$ cat config.mk
export PLATFORM = sky130hd
export DESIGN_NAME = ppct_cmd_fifo
export DESIGN_NICKNAME = d
export VERILOG_FILES = /design/src/rtl/ppct_pkg.sv /design/src/rtl/ppct_cmd_fifo.sv
export SDC_FILE = /design/constraint.sdc
export NUM_CORES = 1
export LEC_CHECK = 0
export ABC_AREA = 1
export BUFFER_PORTS_ARGS = -buffer_cell sky130_fd_sc_hd__buf_2
export CORE_ASPECT_RATIO = 1.4
export CORE_MARGIN = 4
export CORE_UTILIZATION = 56
export CTS_CLUSTER_SIZE = 30
export DETAILED_ROUTE_END_ITERATION = 10
export PLACE_DENSITY = 0.8
export SYNTH_ARGS = -nofsm -noshare
export SYNTH_HDL_FRONTEND = slang
export SYNTH_SLANG_ARGS = --single-unit
$ cat constraint.sdc
create_clock -name clk -period 7.2 [get_ports clk]
set_input_delay 1.44 -clock clk [delete_from_list [all_inputs] [get_ports clk]]
set_output_delay 1.44 -clock clk [all_outputs]
set_load 0.03 [all_outputs]
$ cat src/rtl/ppct_pkg.sv
// Package for the polygon point/circle test engine: item codes, widths, queue entry type.
// Used by every module of the block; depends on nothing.
package ppct_pkg;
	localparam int DefMaxVertices = 64;
	localparam int DefCoordBits = 16;
	localparam int CoordW = 16;
	localparam int RadiusW = 15;
	localparam int AreaW = 38;
	localparam int SumW = 41;

	typedef enum logic [1:0] {
		FUNC_CLEAR  = 2'd0,
		FUNC_APPEND = 2'd1,
		FUNC_POINT  = 2'd2,
		FUNC_CIRCLE = 2'd3
	} func_t;

	typedef struct packed {
		func_t                    func;
		logic signed [CoordW-1:0] x;
		logic signed [CoordW-1:0] y;
		logic [RadiusW-1:0]       r;
	} cmd_t;
endpackage

$ cat src/rtl/ppct_cmd_fifo.sv
// Two-entry item queue between the front end and the edge engine.
// Depends on ppct_pkg for the queue entry type.
module ppct_cmd_fifo (
	input  logic           clk,
	input  logic           arst_n,
	input  logic           wr_en,
	input  ppct_pkg::cmd_t wr_data,
	output logic           full,
	input  logic           rd_en,
	output ppct_pkg::cmd_t rd_data,
	output logic           empty
);
	import ppct_pkg::*;

	cmd_t       mem_q [2];
	logic       wp_q, rp_q;
	logic [1:0] cnt_q;

	assign full = (cnt_q == 2'd2);
	assign empty = (cnt_q == 2'd0);
	assign rd_data = mem_q[rp_q];

	always_ff @(posedge clk) begin
		if (wr_en) mem_q[wp_q] <= wr_data;
	end

	always_ff @(posedge clk or negedge arst_n) begin
		if (!arst_n) begin
			wp_q <= 1'b0;
			rp_q <= 1'b0;
			cnt_q <= 2'd0;
		end else begin
			if (wr_en) wp_q <= ~wp_q;
			if (rd_en) rp_q <= ~rp_q;
			cnt_q <= cnt_q + 2'(wr_en) - 2'(rd_en);
		end
	end
endmodule

==> flow_metrics.py <==
metrics = {
    "sta": {
        "maxSlewViolCount": 0,
        "final.period_utilization_pct": 47.1,
        "slew_headroom_pct": 30.0,
        "grt_setup_unrepaired": "no",
        "final.setup_skew_ns": 0.00462,
        "timing.final.hold_violations": 0,
        "worst_margin_slew_ns": 1.05,
        "fmax_ghz": 0.295,
        "setup_viol": 0,
        "post_route_setup_tns_ns": 0,
        "fin_crit_ns": 3.39,
    },
    "power_and_ir_drop": {
        "power_share_of_the_combinational_group_pct": 35.7,
        "peakVddDrop_uv": 377,
        "cell_internal_pwr_uw": 1140,
        "p_leak_uw": 0.00202,
        "net_sw_power_uw": 791,
        "power.share.sequential_pct": 46.7,
        "p_sw_share_pct": 41.0,
        "clock_power_share_pct": 17.5,
        "powerDensity_nw_per_um2": 413,
    },
    "synth": {
        "synth_top_area_share_pct": 75.0,
        "synth_top_cells_by_area": "sky130_fd_sc_hd__edfxtp_1 (75%), sky130_fd_sc_hd__inv_1 (5.4%), sky130_fd_sc_hd__o21ai_0 (5.0%)",
        "number_of_synthesized_register_bits": 102,
        "synth_flop_cell": "sky130_fd_sc_hd__edfxtp_1",
        "yosys-top-cells-count": "sky130_fd_sc_hd__edfxtp_1 (98), sky130_fd_sc_hd__inv_1 (56), sky130_fd_sc_hd__nand2_1 (45), sky130_fd_sc_hd__o21ai_0 (39)",
        "netlist_area_um2": 3920,
        "synth_top_cell_by_area": "sky130_fd_sc_hd__edfxtp_1",
        "yosysUniqueCellTypes": 16,
        "ys_warns": 0,
        "synth.most_common_cell": "sky130_fd_sc_hd__edfxtp_1",
        "synthesis.nets": 336,
        "synthesis.area_per_instance_um2": 14.0,
        "synth.yosys.seq_area_share_pct": 77.6,
        "count_of_flip_flops_with_a_built_in_enable_after_synthesis": 98,
        "number_of_cells_produced_by_synthesis": 281,
        "asyncSetResetFlopFracSynth_pct": 3.92,
    },
    "critical_path": {
        "endpoint_kind": "output port",
        "startpoint_type": "flop",
        "timing.critical_path.arrival_ns": 1.95,
        "timing.setup.critical_path_class": "flop to output port",
        "crit_required_ns": 5.76,
        "cp_max_fo": 99,
    },
    "grt": {
        "pin_count_of_the_biggest_net_entering_global_routing": 100,
        "vias_in_the_first_global_route": 2252,
        "globalRouteOverflowTotal": 0,
        "grt.total_usage_pct": 15.9,
        "number_of_antenna_violations_at_the_first_check_in_global_routing": 0,
        "global_route_wire_length_before_repair_um": 10100,
    },
    "die": {
        "die-height_um": 107,
        "ioPinCount": 104,
        "core_um2": 6700,
        "die-area_um2": 8420,
        "std_cell_rows": 35,
        "initial_core_util_pct": 58.5,
        "dieWidth_um": 78.7,
    },
    "cts": {
        "cts_num_sinks": 102,
        "clock_tree.htree_level_count": 3,
        "tritoncts": "built",
        "cts-root-buf": "sky130_fd_sc_hd__clkbuf_8",
        "cts_hold_fix_bufs": 0,
        "clkLatencyLatePin_ns": 0.35,
        "clockBufferDepth": 2,
        "postCtsSetupRepairBufs": 0,
        "clk_pin_slew_ns": 0.08,
        "post_cts_resized": 0,
        "tritoncts.num_buffers": 9,
    },
    "route": {
        "firstDrtPassIters": 4,
        "dr_total_vias": 2241,
        "drcViolationCount": 0,
        "detail-route-antenna-nets": 0,
        "wire_per_inst_um": 13.5,
        "detailedRoute.firstIterationViolations": 149,
        "routed_wirelength_um": 6490,
        "viasPerCell": 4.65,
    },
    "layout": {
        "layout-drive-gt1-share_pct": 36.2,
        "final_core_util_pct": 69.6,
        "syn2layout_area_growth_pct": 18.9,
        "fillers": 507,
        "antenna-diode-count": 0,
        "nNetsFinal": 440,
        "area.sequential_um2": 3050,
        "total_area_of_multi_input_combinational_cells_um2": 581,
    },
    "placement": {
        "gp_congestion": 0.724,
        "dpl.hpwl_um": 4350,
        "port-buffer-count": 103,
    },
    "worst_hold_path": {
        "hold_class": "flop to flop",
    },
    "run_status": {
        "status": "finished clean",
    },
    "job": {
        "maxCapViolations": 0,
    },
}
-- cell families (layout without fill, tap and decap cells) --
family,Yosys count,in the layout,synth area share (%)
buf+inv,67,176,7.79
flops,102,102,77.6
compound gates,49,49,7.21
simple gates,59,59,6.32
xor+xnor,2,2,0.447
fa+ha+maj,2,2,0.638
-- through the flow --
stage	instance area, um2	setup slack [ns]	power (uW)	instances	hold slack, ns
6_report	4660	3.81	1930	482	0.556
5_1_grt	4660	3.60	2040	482	0.593
4_1_cts	4660	3.75	1950	482	0.560
3_5_place_dp	4480	4.15	1620	466	0.545
3_3_place_gp	4480	4.16	1600	466	0.529
2_1_floorplan	3920	3.20	1430	281	0.463
-- per-layer routing --
layer  vias to the layer above  track usage, %  share of wire [%]
met1                      1040            16.7                 38
met2                        53            29.6                 55
met5                         -               0                  0
li1                       1141               -                  -
met4                         0            5.63                1.4
met3                         7            4.79                5.5
-- cells in the final DEF, fill, tap and decap left out, drive strengths merged --
master,instances
clkbuf,9
xor2,2
buf,104
nor2,3
nand2,55
clkinv,4
inv,57
dfrtp,4
ha,2
clkinvlp,1
nand3,1
bufinv,1
o21ai,49
edfxtp,98
-- worst max-delay path: stages, from the launching register on --
cell	delay, ns
sky130_fd_sc_hd__dfrtp_4	1.06
sky130_fd_sc_hd__o21ai_0	0.28
sky130_fd_sc_hd__buf_2	0.24
-- flip-flops by register name, summed over array words and instances, names as in the netlist --
name	count
cnt_q	2
mem_q	98
rp_q	1
wp_q	1
-- power by group through the flow --
stage	logic, uW	clock network (uW)	registers (uW)
2_1_floorplan	600	0	832
3_3_place_gp	688	0	910
3_5_place_dp	700	0	919
4_1_cts	702	346	905
5_1_grt	746	374	922
6_report	689	338	900
-- worst paths after layout --
| kind | from | end | slack (ns) | cells past startpoint |
|---|---|---|---|---|
| max in group asynchronous | arst_n | rp_q$_DFFE_PN0P_ | 6.19 | 1 |
| max reg2reg | wp_q$_DFFE_PN0P_ | mem_q[1][39]$_DFFE_PP_ | 5.54 | 2 |
| max | rp_q$_DFFE_PN0P_ | rd_data[21] | 3.81 | 2 |
| min in group asynchronous | arst_n | cnt_q[0]$_DFF_PN0_ | 0.88 | 1 |
| min | wp_q$_DFFE_PN0P_ | wp_q$_DFFE_PN0P_ | 0.56 | 1 |
| min reg2reg | wp_q$_DFFE_PN0P_ | wp_q$_DFFE_PN0P_ | 0.56 | 1 |
-- area by class of cell --
class,instances,share of cell area (%)
Multi-Input combinational cell,112,12.4
Sequential cell,102,65.3
Timing Repair Buffer,104,11.2
Clock inverter,7,1.37
Tap cell,92,2.47
Clock buffer,9,2.66
Inverter,56,4.51
Power figures use the tool's default switching activity.
